$ cat config.mk
export PLATFORM = sky130hd
export DESIGN_NAME = first_fit_block_allocator_top
export DESIGN_NICKNAME = d
export VERILOG_FILES = /design/src/rtl/core/ffba_pkg.sv /design/src/rtl/core/ffba_cell.sv /design/src/rtl/core/first_fit_block_allocator_top.sv
export SDC_FILE = /design/constraint.sdc
export NUM_CORES = 2
export LEC_CHECK = 0
export ABC_AREA = 0
export ABC_CLOCK_PERIOD_IN_PS = 6990
export BUFFER_PORTS_ARGS = -buffer_cell sky130_fd_sc_hd__buf_2
export CORE_MARGIN = 5
export CORE_UTILIZATION = 50
export CTS_BUF_LIST = sky130_fd_sc_hd__clkbuf_2 sky130_fd_sc_hd__clkbuf_4 sky130_fd_sc_hd__clkbuf_8
export DETAILED_ROUTE_END_ITERATION = 8
export HOLD_SLACK_MARGIN = 0.08
export PLACE_DENSITY = 0.71
export SKIP_CTS_REPAIR_TIMING = 1
export SYNTH_ARGS = -nofsm -noshare
export SYNTH_HDL_FRONTEND = slang
export SYNTH_HIERARCHICAL = 1
export SYNTH_SLANG_ARGS = --single-unit
$ cat constraint.sdc
create_clock -name clk_i -period 6.99 [get_ports clk_i]
set_input_delay 0.3495 -clock clk_i [delete_from_list [all_inputs] [get_ports clk_i]]
set_output_delay 0.3495 -clock clk_i [all_outputs]
set_load 0.05 [all_outputs]
$ cat src/rtl/core/ffba_pkg.sv
// Shared types and constants of the first-fit block allocator.
package ffba_pkg;

  localparam int unsigned ENTRY_W = 16;
  localparam int unsigned SIZE_W  = 16;
  localparam int unsigned OFF_W   = 11;
  localparam int unsigned PCT_W   = 7;
  localparam int unsigned PCT_MAX = 100;

  localparam logic OP_ALLOC = 1'b0;
  localparam logic OP_FREE  = 1'b1;

  typedef struct packed {
    logic              func;
    logic [SIZE_W-1:0] size_bytes;
    logic [OFF_W-1:0]  release_offset;
  } req_t;

  typedef struct packed {
    logic             ok;
    logic [OFF_W-1:0] granted_offset;
    logic [PCT_W-1:0] free_percent;
  } rsp_t;

  typedef enum logic [1:0] {
    ST_IDLE,
    ST_SCAN,
    ST_WRITE,
    ST_RESP
  } state_e;

endpackage

$ cat src/rtl/core/ffba_cell.sv
// One table cell: holds one block entry and passes it to its neighbour on a shift.
module ffba_cell import ffba_pkg::*; (
  input  logic               clk_i,
  input  logic               rst_ni,
  input  logic               shift_i,
  input  logic [ENTRY_W-1:0] entry_i,
  output logic [ENTRY_W-1:0] entry_o
);

  logic [ENTRY_W-1:0] entry_q;

  always_ff @(posedge clk_i or negedge rst_ni) begin
    if (!rst_ni) begin
      entry_q <= '0;
    end else if (shift_i) begin
      entry_q <= entry_i;
    end
  end

  assign entry_o = entry_q;

endmodule

$ cat src/rtl/core/first_fit_block_allocator_top.sv
// Top level of the first-fit block allocator: cell ring, head logic and sequencer.
//
// Requests enter on in_valid_i/in_ready_o carrying an req_t (func, size_bytes,
// release_offset); results leave on out_valid_o/out_ready_i as an rsp_t.
// The block table lives in a ring of NUM_BLOCKS cells that rotates by one entry
// per cycle while a request is scanned or written, so the entry at the head cell
// is inspected and rewritten in table order while the rest of the ring shifts past it.
// A free request takes one rotation, between its accept and its response. An
// allocate request takes two rotations, one to find the first free run and one
// to write it. One request is in flight at a time.
// The free percentage is built up during the final rotation from the written
// entries, without a divider.
// The result sits in an output register, so a new request can be accepted while
// the previous result still waits; a finished request whose result cannot yet
// be loaded waits in the response state until the receiver takes the old one.
// Reset clears every cell (all blocks free) and returns the sequencer to idle.
module first_fit_block_allocator_top import ffba_pkg::*; #(
  parameter int unsigned NUM_BLOCKS  = 64,
  parameter int unsigned BLOCK_BYTES = 32
) (
  input  logic clk_i,
  input  logic rst_ni,
  input  logic in_valid_i,
  output logic in_ready_o,
  input  req_t in_req_i,
  output logic out_valid_o,
  input  logic out_ready_i,
  output rsp_t out_rsp_o
);

  localparam int unsigned IW    = $clog2(NUM_BLOCKS);
  localparam int unsigned CW    = $clog2(NUM_BLOCKS + 1);
  localparam int unsigned AW0   = $clog2(NUM_BLOCKS * BLOCK_BYTES + BLOCK_BYTES + 1);
  localparam int unsigned CMPW  = (AW0 > 17) ? AW0 : 17;
  localparam int unsigned RW    = IW + 1;
  localparam int unsigned PQ0   = PCT_MAX / NUM_BLOCKS;
  localparam int unsigned PR0   = PCT_MAX % NUM_BLOCKS;
  localparam int unsigned PRODW = IW + 13;

  localparam logic [IW-1:0]   LAST_POS = IW'(NUM_BLOCKS - 1);
  localparam logic [CMPW-1:0] BB       = CMPW'(BLOCK_BYTES);
  localparam logic [RW-1:0]   NB_R     = RW'(NUM_BLOCKS);
  localparam logic [RW-1:0]   PR0_R    = RW'(PR0);

  state_e state_q, state_d;

  logic [ENTRY_W-1:0] cell_q   [NUM_BLOCKS];
  logic [ENTRY_W-1:0] cell_d   [NUM_BLOCKS];
  logic               shift;
  logic [ENTRY_W-1:0] head_in, head_out;

  logic               op_q, op_d;
  logic [SIZE_W-1:0]  size_q, size_d;
  logic [OFF_W-1:0]   roff_q, roff_d;
  logic [IW-1:0]      pos_q, pos_d;
  logic [CW-1:0]      run_q, run_d;
  logic [CMPW-1:0]    rb_q, rb_d;
  logic [CMPW-1:0]    acc_q, acc_d;
  logic [CMPW-1:0]    wb_q, wb_d;
  logic               found_q, found_d;
  logic [IW-1:0]      start_q, start_d;
  logic [CW-1:0]      need_q, need_d;
  logic [ENTRY_W-1:0] rem_q, rem_d;
  logic               hit_done_q, hit_done_d;
  logic               ok_q, ok_d;
  logic [PCT_W-1:0]   pq_q, pq_d;
  logic [RW-1:0]      pr_q, pr_d;

  logic               out_valid_q, out_valid_d;
  rsp_t               out_rsp_q, out_rsp_d;

  logic [CMPW-1:0]    size_ext, roff_ext;
  logic [CW-1:0]      run_n;
  logic [CMPW-1:0]    rb_n;
  logic [IW:0]        start_n;
  logic               in_run, hit;
  logic [RW-1:0]      pr_sum;
  logic [PRODW-1:0]   prod;

  // Cell ring: each cell takes its right neighbour, the last takes the head result.
  for (genvar g = 0; g < NUM_BLOCKS; g++) begin : g_cell
    if (g == NUM_BLOCKS - 1) begin : g_last
      assign cell_d[g] = head_out;
    end else begin : g_mid
      assign cell_d[g] = cell_q[g+1];
    end
    ffba_cell u_cell (
      .clk_i   (clk_i),
      .rst_ni  (rst_ni),
      .shift_i (shift),
      .entry_i (cell_d[g]),
      .entry_o (cell_q[g])
    );
  end

  assign head_in  = cell_q[0];
  assign size_ext = CMPW'(size_q);
  assign roff_ext = CMPW'(roff_q);
  assign prod     = PRODW'(start_q) * PRODW'(BLOCK_BYTES);

  always_ff @(posedge clk_i or negedge rst_ni) begin
    if (!rst_ni) begin
      state_q     <= ST_IDLE;
      out_valid_q <= 1'b0;
    end else begin
      state_q     <= state_d;
      out_valid_q <= out_valid_d;
    end
  end

  always_ff @(posedge clk_i) begin
    op_q       <= op_d;
    size_q     <= size_d;
    roff_q     <= roff_d;
    pos_q      <= pos_d;
    run_q      <= run_d;
    rb_q       <= rb_d;
    acc_q      <= acc_d;
    wb_q       <= wb_d;
    found_q    <= found_d;
    start_q    <= start_d;
    need_q     <= need_d;
    rem_q      <= rem_d;
    hit_done_q <= hit_done_d;
    ok_q       <= ok_d;
    pq_q       <= pq_d;
    pr_q       <= pr_d;
    out_rsp_q  <= out_rsp_d;
  end

  always_comb begin
    state_d     = state_q;
    op_d        = op_q;
    size_d      = size_q;
    roff_d      = roff_q;
    pos_d       = pos_q;
    run_d       = run_q;
    rb_d        = rb_q;
    acc_d       = acc_q;
    wb_d        = wb_q;
    found_d     = found_q;
    start_d     = start_q;
    need_d      = need_q;
    rem_d       = rem_q;
    hit_done_d  = hit_done_q;
    ok_d        = ok_q;
    pq_d        = pq_q;
    pr_d        = pr_q;
    out_rsp_d   = out_rsp_q;
    out_valid_d = out_valid_q && !out_ready_i;
    in_ready_o  = 1'b0;
    shift       = 1'b0;
    head_out    = head_in;
    run_n       = run_q + CW'(1);
    rb_n        = rb_q + BB;
    start_n     = (IW+1)'(pos_q) + (IW+1)'(1) - (IW+1)'(run_n);
    in_run      = 1'b0;
    hit         = 1'b0;
    pr_sum      = pr_q + PR0_R;

    case (state_q)
      ST_IDLE: begin
        in_ready_o = 1'b1;
        if (in_valid_i) begin
          op_d       = in_req_i.func;
          size_d     = in_req_i.size_bytes;
          roff_d     = in_req_i.release_offset;
          pos_d      = '0;
          run_d      = '0;
          rb_d       = '0;
          acc_d      = '0;
          wb_d       = '0;
          found_d    = 1'b0;
          rem_d      = '0;
          hit_done_d = 1'b0;
          ok_d       = 1'b0;
          pq_d       = '0;
          pr_d       = '0;
          state_d    = (in_req_i.func == OP_ALLOC) ? ST_SCAN : ST_WRITE;
        end
      end

      // First rotation of an allocation: look for the lowest free run that holds the requested size.
      ST_SCAN: begin
        shift = 1'b1;
        if (head_in == '0) begin
          run_d = run_n;
          rb_d  = rb_n;
          if (!found_q && size_q != '0 && rb_n >= size_ext) begin
            found_d = 1'b1;
            start_d = start_n[IW-1:0];
            need_d  = run_n;
          end
        end else begin
          run_d = '0;
          rb_d  = '0;
        end
        pos_d = pos_q + IW'(1);
        if (pos_q == LAST_POS) begin
          pos_d   = '0;
          ok_d    = found_d;
          state_d = ST_WRITE;
        end
      end

      // Final rotation: mark or clear entries and count free blocks.
      ST_WRITE: begin
        shift = 1'b1;
        if (op_q == OP_ALLOC) begin
          in_run = found_q && (pos_q >= start_q) && (wb_q < size_ext);
          if (in_run) begin
            head_out = (pos_q == start_q) ? ENTRY_W'(need_q) : ENTRY_W'(1);
            wb_d     = wb_q + BB;
          end
        end else begin
          hit = !hit_done_q && (roff_ext >= acc_q) && (roff_ext < acc_q + BB);
          if (hit) begin
            hit_done_d = 1'b1;
            if (head_in != '0) begin
              ok_d     = 1'b1;
              head_out = '0;
              rem_d    = head_in - ENTRY_W'(1);
            end
          end else if (rem_q != '0) begin
            head_out = '0;
            rem_d    = rem_q - ENTRY_W'(1);
          end
        end
        acc_d = acc_q + BB;
        if (head_out == '0) begin
          if (pr_sum >= NB_R) begin
            pr_d = pr_sum - NB_R;
            pq_d = pq_q + PCT_W'(PQ0 + 1);
          end else begin
            pr_d = pr_sum;
            pq_d = pq_q + PCT_W'(PQ0);
          end
        end
        pos_d = pos_q + IW'(1);
        if (pos_q == LAST_POS) begin
          pos_d   = '0;
          state_d = ST_RESP;
        end
      end

      ST_RESP: begin
        if (!out_valid_q || out_ready_i) begin
          out_valid_d                = 1'b1;
          out_rsp_d.ok               = ok_q;
          out_rsp_d.granted_offset   = (ok_q && op_q == OP_ALLOC) ? prod[OFF_W-1:0] : '0;
          out_rsp_d.free_percent     = pq_q;
          state_d                    = ST_IDLE;
        end
      end

      default: begin
        state_d = ST_IDLE;
      end
    endcase
  end

  assign out_valid_o = out_valid_q;
  assign out_rsp_o   = out_rsp_q;

`ifndef SYNTHESIS
  // Requests are only taken while the sequencer is idle.
  assert property (@(posedge clk_i) disable iff (!rst_ni)
    in_ready_o |-> state_q == ST_IDLE)
    else $error("request accepted outside idle");

  // A failed request never reports a granted offset (free requests are not checked here).
  assert property (@(posedge clk_i) disable iff (!rst_ni)
    (out_valid_o && (!out_rsp_o.ok)) |-> out_rsp_o.granted_offset == '0)
    else $error("offset reported on failure");

  // The free percentage never exceeds one hundred.
  assert property (@(posedge clk_i) disable iff (!rst_ni)
    out_valid_o |-> out_rsp_o.free_percent <= PCT_W'(PCT_MAX))
    else $error("free percentage out of range");

  // The write rotation follows a completed scan, starting again at entry zero.
  assert property (@(posedge clk_i) disable iff (!rst_ni)
    (state_q == ST_SCAN && pos_q == LAST_POS) |=> state_q == ST_WRITE && pos_q == '0)
    else $error("scan did not hand over to write rotation");
`endif

endmodule
=== Yosys cells after proc, flatten, opt, wreduce, memory -nomap -nowiden ===
Index checks and enable logic that the tools add are counted.

* Bits of input ports: 32
* Register bits: 1184
* Output and inout bits: 21

* $lt $le $gt $ge: 6
* Eq/ne operators: 17
* Add/sub/neg operators: 13
* Reduce and logical (&&, ||, !) cells: 36
* Mux-type cells: 55
* Bitwise logic cells: 1

{| class="wikitable"
|+ Operator list
! cell !! number
|-
| $mux W16 || 12
|-
| $pmux W17 S2 || 3
|-
| $mux W17 || 4
|-
| $add A17 B6 Y17 const B || 3
|-
| $mux W7 || 7
|-
| $reduce_bool A16 Y1 || 3
|-
| $pmux W7 S2 || 3
|-
| $logic_not A16 Y1 || 2
|-
| $pmux W16 S2 || 1
|-
| $sub A16 B1 Y16 const B || 2
|-
| $ne A2 B2 Y1 const B || 10
|-
| $ge A11 B17 Y1 || 1
|-
| $ge A17 B16 Y1 || 1
|-
| $lt A11 B17 Y1 || 1
|-
| $lt A17 B16 Y1 || 1
|-
| $add A7 B1 Y7 const B || 2
|-
| $mux W1 || 13
|-
| $add A6 B1 Y6 const B || 2
|-
| $mux W6 || 2
|-
| $pmux W6 S2 || 1
|-
| $reduce_and A4 Y1 || 3
|-
| $mux W2 || 5
|-
| $reduce_and A2 Y1 || 5
|-
| $logic_and A1 B1 Y1 || 8
|-
| other kinds (24) || 33
|}

=== Logic depth before layout (Yosys ltp) ===
* Word-level depth: 9
* Mapped depth: 19

=== By module ===
The synthesis kept the hierarchy.

{| class="wikitable"
|+ By module, submodules not included
! module !! cells an instance !! sequential area each (um2) !! instances !! area an instance (um2)
|-
| ffba_cell || 34 || 400.4 || 64 || 649.4
|-
| first_fit_block_allocator_top || 699 || 3978.8 || 1 || 7898.8
|}

=== Least setup slack after synthesis ===
Ideal clock, no wire load.

* Kind: flip-flop to flip-flop
* From: register acc_q[7]
* To: register rem_q[10] (data pin)
* Stages on the path, launching flop included: 20
* Slack: 3365 ps
* Arrival: 3370 ps
* Setup time: 255 ps
* Required time: 6735 ps
* Cells stage by stage: edfxtp_1 -> buf_6 -> and3_4 -> nand3_1 -> xnor2_1 -> ha_1 -> a21oi_1 -> nand2_1 -> a41o_1 -> a31oi_1 -> buf_2 -> buf_2 -> mux2i_1 -> ha_1 -> nand3_1 -> nor3_1 -> xor2_1 -> nand2_1 -> o21ai_1 -> and2_1

* Word-level cells in the longest chain between the ends: 6
* Elaborated cells on any way between the ends: 8
* Those cells by class: add/sub: 1; order compare: 2; mux: 3; reduce/logical: 2

{| class="wikitable"
|+ RTL lines
! element !! RTL line !! text
|-
| start, declared || first_fit_block_allocator_top.sv:58 || <nowiki>logic [CMPW-1:0] acc_q, acc_d;</nowiki>
|-
| start signal, assigned || first_fit_block_allocator_top.sv:118 || <nowiki>acc_q <= acc_d;</nowiki>
|-
| $add A17 B6 Y17 or $ge A11 B17 Y1 (tied branches) || first_fit_block_allocator_top.sv:216 || <nowiki>hit = !hit_done_q && (roff_ext >= acc_q) && (roff_ext < acc_q + BB);</nowiki>
|-
| $lt A11 B17 Y1 or $logic_and A1 B1 Y1 (tied branches) || first_fit_block_allocator_top.sv:216 ||
|-
| $logic_and A1 B1 Y1 (*) || first_fit_block_allocator_top.sv:216 ||
|-
| $mux W16 (*) || first_fit_block_allocator_top.sv:217 || <nowiki>if (hit) begin</nowiki>
|-
| $mux W16 (*) || first_fit_block_allocator_top.sv:209 || <nowiki>if (op_q == OP_ALLOC) begin</nowiki>
|-
| $pmux W16 S2 (*) || first_fit_block_allocator_top.sv:161 || <nowiki>case (state_q)</nowiki>
|-
| end signal, assigned || first_fit_block_allocator_top.sv:123 || <nowiki>rem_q <= rem_d;</nowiki>
|-
| end, declared || first_fit_block_allocator_top.sv:63 || <nowiki>logic [ENTRY_W-1:0] rem_q, rem_d;</nowiki>
|}

Mark *: on every way between the ends. The rest lies on a longest branch, timed or not. The select of a mux whose other input is x is not followed.
A chain may end at the register's enable or synchronous reset.

=== Worst setup path in the final report ===
* From: register acc_q[7]
* To: register rem_q[12] (data pin)

The elaborated chain is that of the path after synthesis.

==> reports/metrics.json <==
{
  "status": {"value": "complete, no violations"},
  "setup_viol_count_final": {"value": 0},
  "io_buffer_count": {"value": 42},
  "timing.clock.skew": {"value": 0.05226, "unit": "ns"},
  "mappedNetlistArea": {"value": 49460, "unit": "sq um"},
  "netlist_instances": {"value": 2875},
  "drive_above_1_share": {"value": 0.4564},
  "placedInstanceArea": {"value": 49560, "unit": "sq um"},
  "cts.sinks": {"value": 1157},
  "critical_path.max_stage_delay": {"value": 0.47, "unit": "ns"},
  "io-pin-count": {"value": 53},
  "startpoint_type": {"value": "flop"},
  "design_power_total": {"value": 12.95, "unit": "mW"},
  "yosysTopAreaCell": {"value": "dfrtp_1"},
  "max-vdd-ir-drop": {"value": 0.0001455, "unit": "V"},
  "timing.critical_path.to_type": {"value": "flop"},
  "wirelength": {"value": 73570, "unit": "um"},
  "final_hold_slack": {"value": 0.2223, "unit": "ns"},
  "grt.total_usage": {"value": 0.1391},
  "clkTransAtPathRegs": {"value": 0.06, "unit": "ns"},
  "slowest_stage": {"value": "edfxtp_1"},
  "dp_hpwl": {"value": 42220, "unit": "um"},
  "flip_flop_and_latch_count_after_synthesis": {"value": 1157},
  "grt_start_max_net_pins": {"value": 192},
  "ctsHtreeMaxLevel": {"value": 4},
  "antenna_violations_before_repair": {"value": 2},
  "relSlewSlack": {"value": 0.2704},
  "initial_core_util": {"value": 0.5033},
  "finish.instance_area": {"value": 53780, "unit": "sq um"},
  "yosysWarnings": {"value": 6},
  "max_slew.worst_pin.slew": {"value": 1.094, "unit": "ns"},
  "grt_pass1_vias": {"value": 24870},
  "numCtsBuffers": {"value": 181},
  "via_count": {"value": 22630},
  "yosysMostFrequentCell": {"value": "dfrtp_1"},
  "num-nets-final": {"value": 3105},
  "max_cap_viol_count": {"value": 0},
  "synth-edff-count": {"value": 130},
  "avgSynthCellArea": {"value": 17.20, "unit": "sq um"},
  "critPathKind": {"value": "flop to flop"},
  "reg2regPathDepth": {"value": 15},
  "detail_route.drc_violations": {"value": 0},
  "drtPass1Iterations": {"value": 7},
  "synth.lib_cells_used.distinct": {"value": 72},
  "hp-class": {"value": "input port to asynchronous set/reset pin"},
  "core_region_area": {"value": 98280, "unit": "sq um"},
  "die_x": {"value": 324.5, "unit": "um"},
  "gr-total-overflow": {"value": 0},
  "list_of_cells_traversed_by_the_critical_path": {"value": "and3_4 -> nand3_1 -> xnor2_1 -> ha_1 -> a21oi_1 -> nand2_1 -> a41o_1 -> a31oi_2 -> buf_4 -> mux2i_1 -> ha_1 -> nand3_1 -> mux2i_2 -> a31o_1 -> a21oi_1"},
  "die_height": {"value": 324.5, "unit": "um"},
  "yosysTopAreaCellShare": {"value": 0.5196},
  "timing.reg2reg.setup_slack": {"value": 2.69, "unit": "ns"},
  "finalCritPeriodShare": {"value": 0.6154},
  "maxSlewViolCount": {"value": 0},
  "worst_path_maximum_fanout": {"value": 28},
  "post_detailed_route_count_of_antenna_violating_nets": {"value": 0},
  "count_of_routing_violations_after_the_opening_detailed_route_iteration": {"value": 1223},
  "final.setup.worst_slack": {"value": 2.688, "unit": "ns"},
  "clk_latency": {"value": 0.81, "unit": "ns"},
  "critPathRequiredTime": {"value": 7.47, "unit": "ns"},
  "grt_first_pass_wirelength": {"value": 125700, "unit": "um"},
  "rows": {"value": 115},
  "detailedPlace.worstSlack": {"value": 2.617, "unit": "ns"},
  "totalNegativeSetupSlack": {"value": 0, "unit": "ns"},
  "tritoncts": {"value": "done"},
  "critPathArrivalTime": {"value": 4.78, "unit": "ns"},
  "unrepaired_setup_endpoints_after_global_routing": {"value": "no"},
  "ys_seq_area_frac": {"value": 0.5985},
  "worstReg2RegStart": {"value": "acc_q[7]"},
  "wl_per_cell": {"value": 16.56, "unit": "um"},
  "post_synth_main_area_contributors": {"value": "dfrtp_1 52%, mux2_4 19%, mux2_2 8.8%"},
  "synth_async_sr_flop_share": {"value": 0.8876},
  "clock_tree.buffer_depth": {"value": 3},
  "timing_hold_violations_final": {"value": 0},
  "place.gp.congestion": {"value": 0.7573},
  "area_growth_syn_to_layout": {"value": 8.728, "unit": "%"},
  "r2r_end": {"value": "rem_q[12]"},
  "power_density": {"value": 240.9, "unit": "nW/um^2"},
  "power.leakage": {"value": 28.35, "unit": "nW"},
  "max_clock_freq": {"value": 232.5, "unit": "MHz"},
  "post-route-min-period": {"value": 4.302, "unit": "ns"},
  "via_per_inst": {"value": 5.093},
  "ctsRootBufferMaster": {"value": "clkbuf_8"},
  "synth_commonest_cells": {"value": "1,027 x dfrtp_1, 640 x mux2_4, 386 x mux2_2, 130 x edfxtp_1, 76 x nor2_1"},
  "synth_ff_type": {"value": "dfrtp_1"},
  "floorplan.die_area": {"value": 105300, "unit": "sq um"}
}
-- cell type report --
class / instances / area (sq um)
Multi-Input combinational cell: 1521 / 17570
Timing Repair Buffer: 97 / 848.3
Antenna cell: 2 / 5.005
Fill cell: 7548 / 44500
Tap cell: 1287 / 1610
Clock inverter: 33 / 380.4
Clock buffer: 293 / 3563
Inverter: 52 / 195.2
Sequential cell: 1157 / 29600
-- report_power, final --
group          leakage [nW]  internal [mW]         switching [mW]
clock network          2.10           3.43                   2.59
registers              15.5           6.79  0.0000000000000000126
logic                  10.8         0.0222                  0.122
total                  28.4           10.2                   2.71
-- registers in the layout, summed over array words and instances (netlist names), 6 cells and up --
register / cells
g_cell.u_cell/entry_o: 1024
pos_q: 6
wb_q: 12
acc_q: 12
roff_q: 6
rb_q: 12
rem_q: 16
start_q: 6
pq_q: 7
size_q: 16
need_q: 7
run_q: 7
out_rsp_o: 14
-- stage by stage --
step / instances / utilization
CTS: 4414 / 0.5445
floorplan: 2880 / -
detailed placement: 4088 / 0.5043
global placement: 4088 / 0.5043
global route: 4442 / 0.5472
finish: 4442 / 0.5472
-- worst max-delay path by stage --
stage | start | endpoint | slack (ns)
finish | acc_q[7] | rem_q[12] | 2.69
global route | acc_q[7] | rem_q[12] | 2.45
CTS | acc_q[7] | rem_q[4] | 2.55
detailed placement | acc_q[7] | rem_q[9] | 2.62
global placement | acc_q[7] | rem_q[9] | 2.66
floorplan | acc_q[7] | rem_q[10] | 3.37
-- cells in the final DEF (no fill, tap or decap), types with 20 or more instances in the layout --
cell / count
a21oi_1: 20
and2_1: 25
buf_2: 41
clkbuf_4: 75
clkbuf_8: 218
dfrtp_1: 1027
dlygate4sd3_1: 26
edfxtp_1: 130
ha_1: 61
inv_1: 51
mux2_2: 386
mux2_4: 640
nand2_1: 30
nand3_1: 33
nor2_1: 75
xnor2_1: 38
xor2_1: 28
-- per-layer routing --
metal	vias to the layer above	global-route usage	share of wire
met3	145	0.02854	0.033
met1	11660	0.1948	0.48
li1	10520	-	-
met2	296	0.2176	0.46
met4	0	0.05051	0.023
met5	-	0	0
-- cell families (layout without fill, tap and decap cells) --
logic type               after synthesis  in the layout  share of synthesized area
adder cells (fa/ha/maj)               63             63                    0.01609
other                                  1              8                 0.00007582
AND/OR/NAND/NOR                      251            251                    0.02656
buffers and inverters                202            475                    0.04703
flip-flops                          1157           1157                     0.5985
multiplexers                        1042           1042                     0.2855
XOR/XNOR                              66             66                    0.01169
AO/OA/AOI/OAI                         93             93                    0.01452
-- critical path, delay by kind of cell, from the launching register on --
kind,cells,cell delay [ns]
AO/OA/AOI/OAI,5,0.83
AND/OR/NAND/NOR,4,0.71
adder cells (fa/ha/maj),2,0.69
multiplexers,2,0.62
flip-flops,1,0.47
buffers and inverters,1,0.35
XOR/XNOR,1,0.32
(Power assumes the default switching activity.)
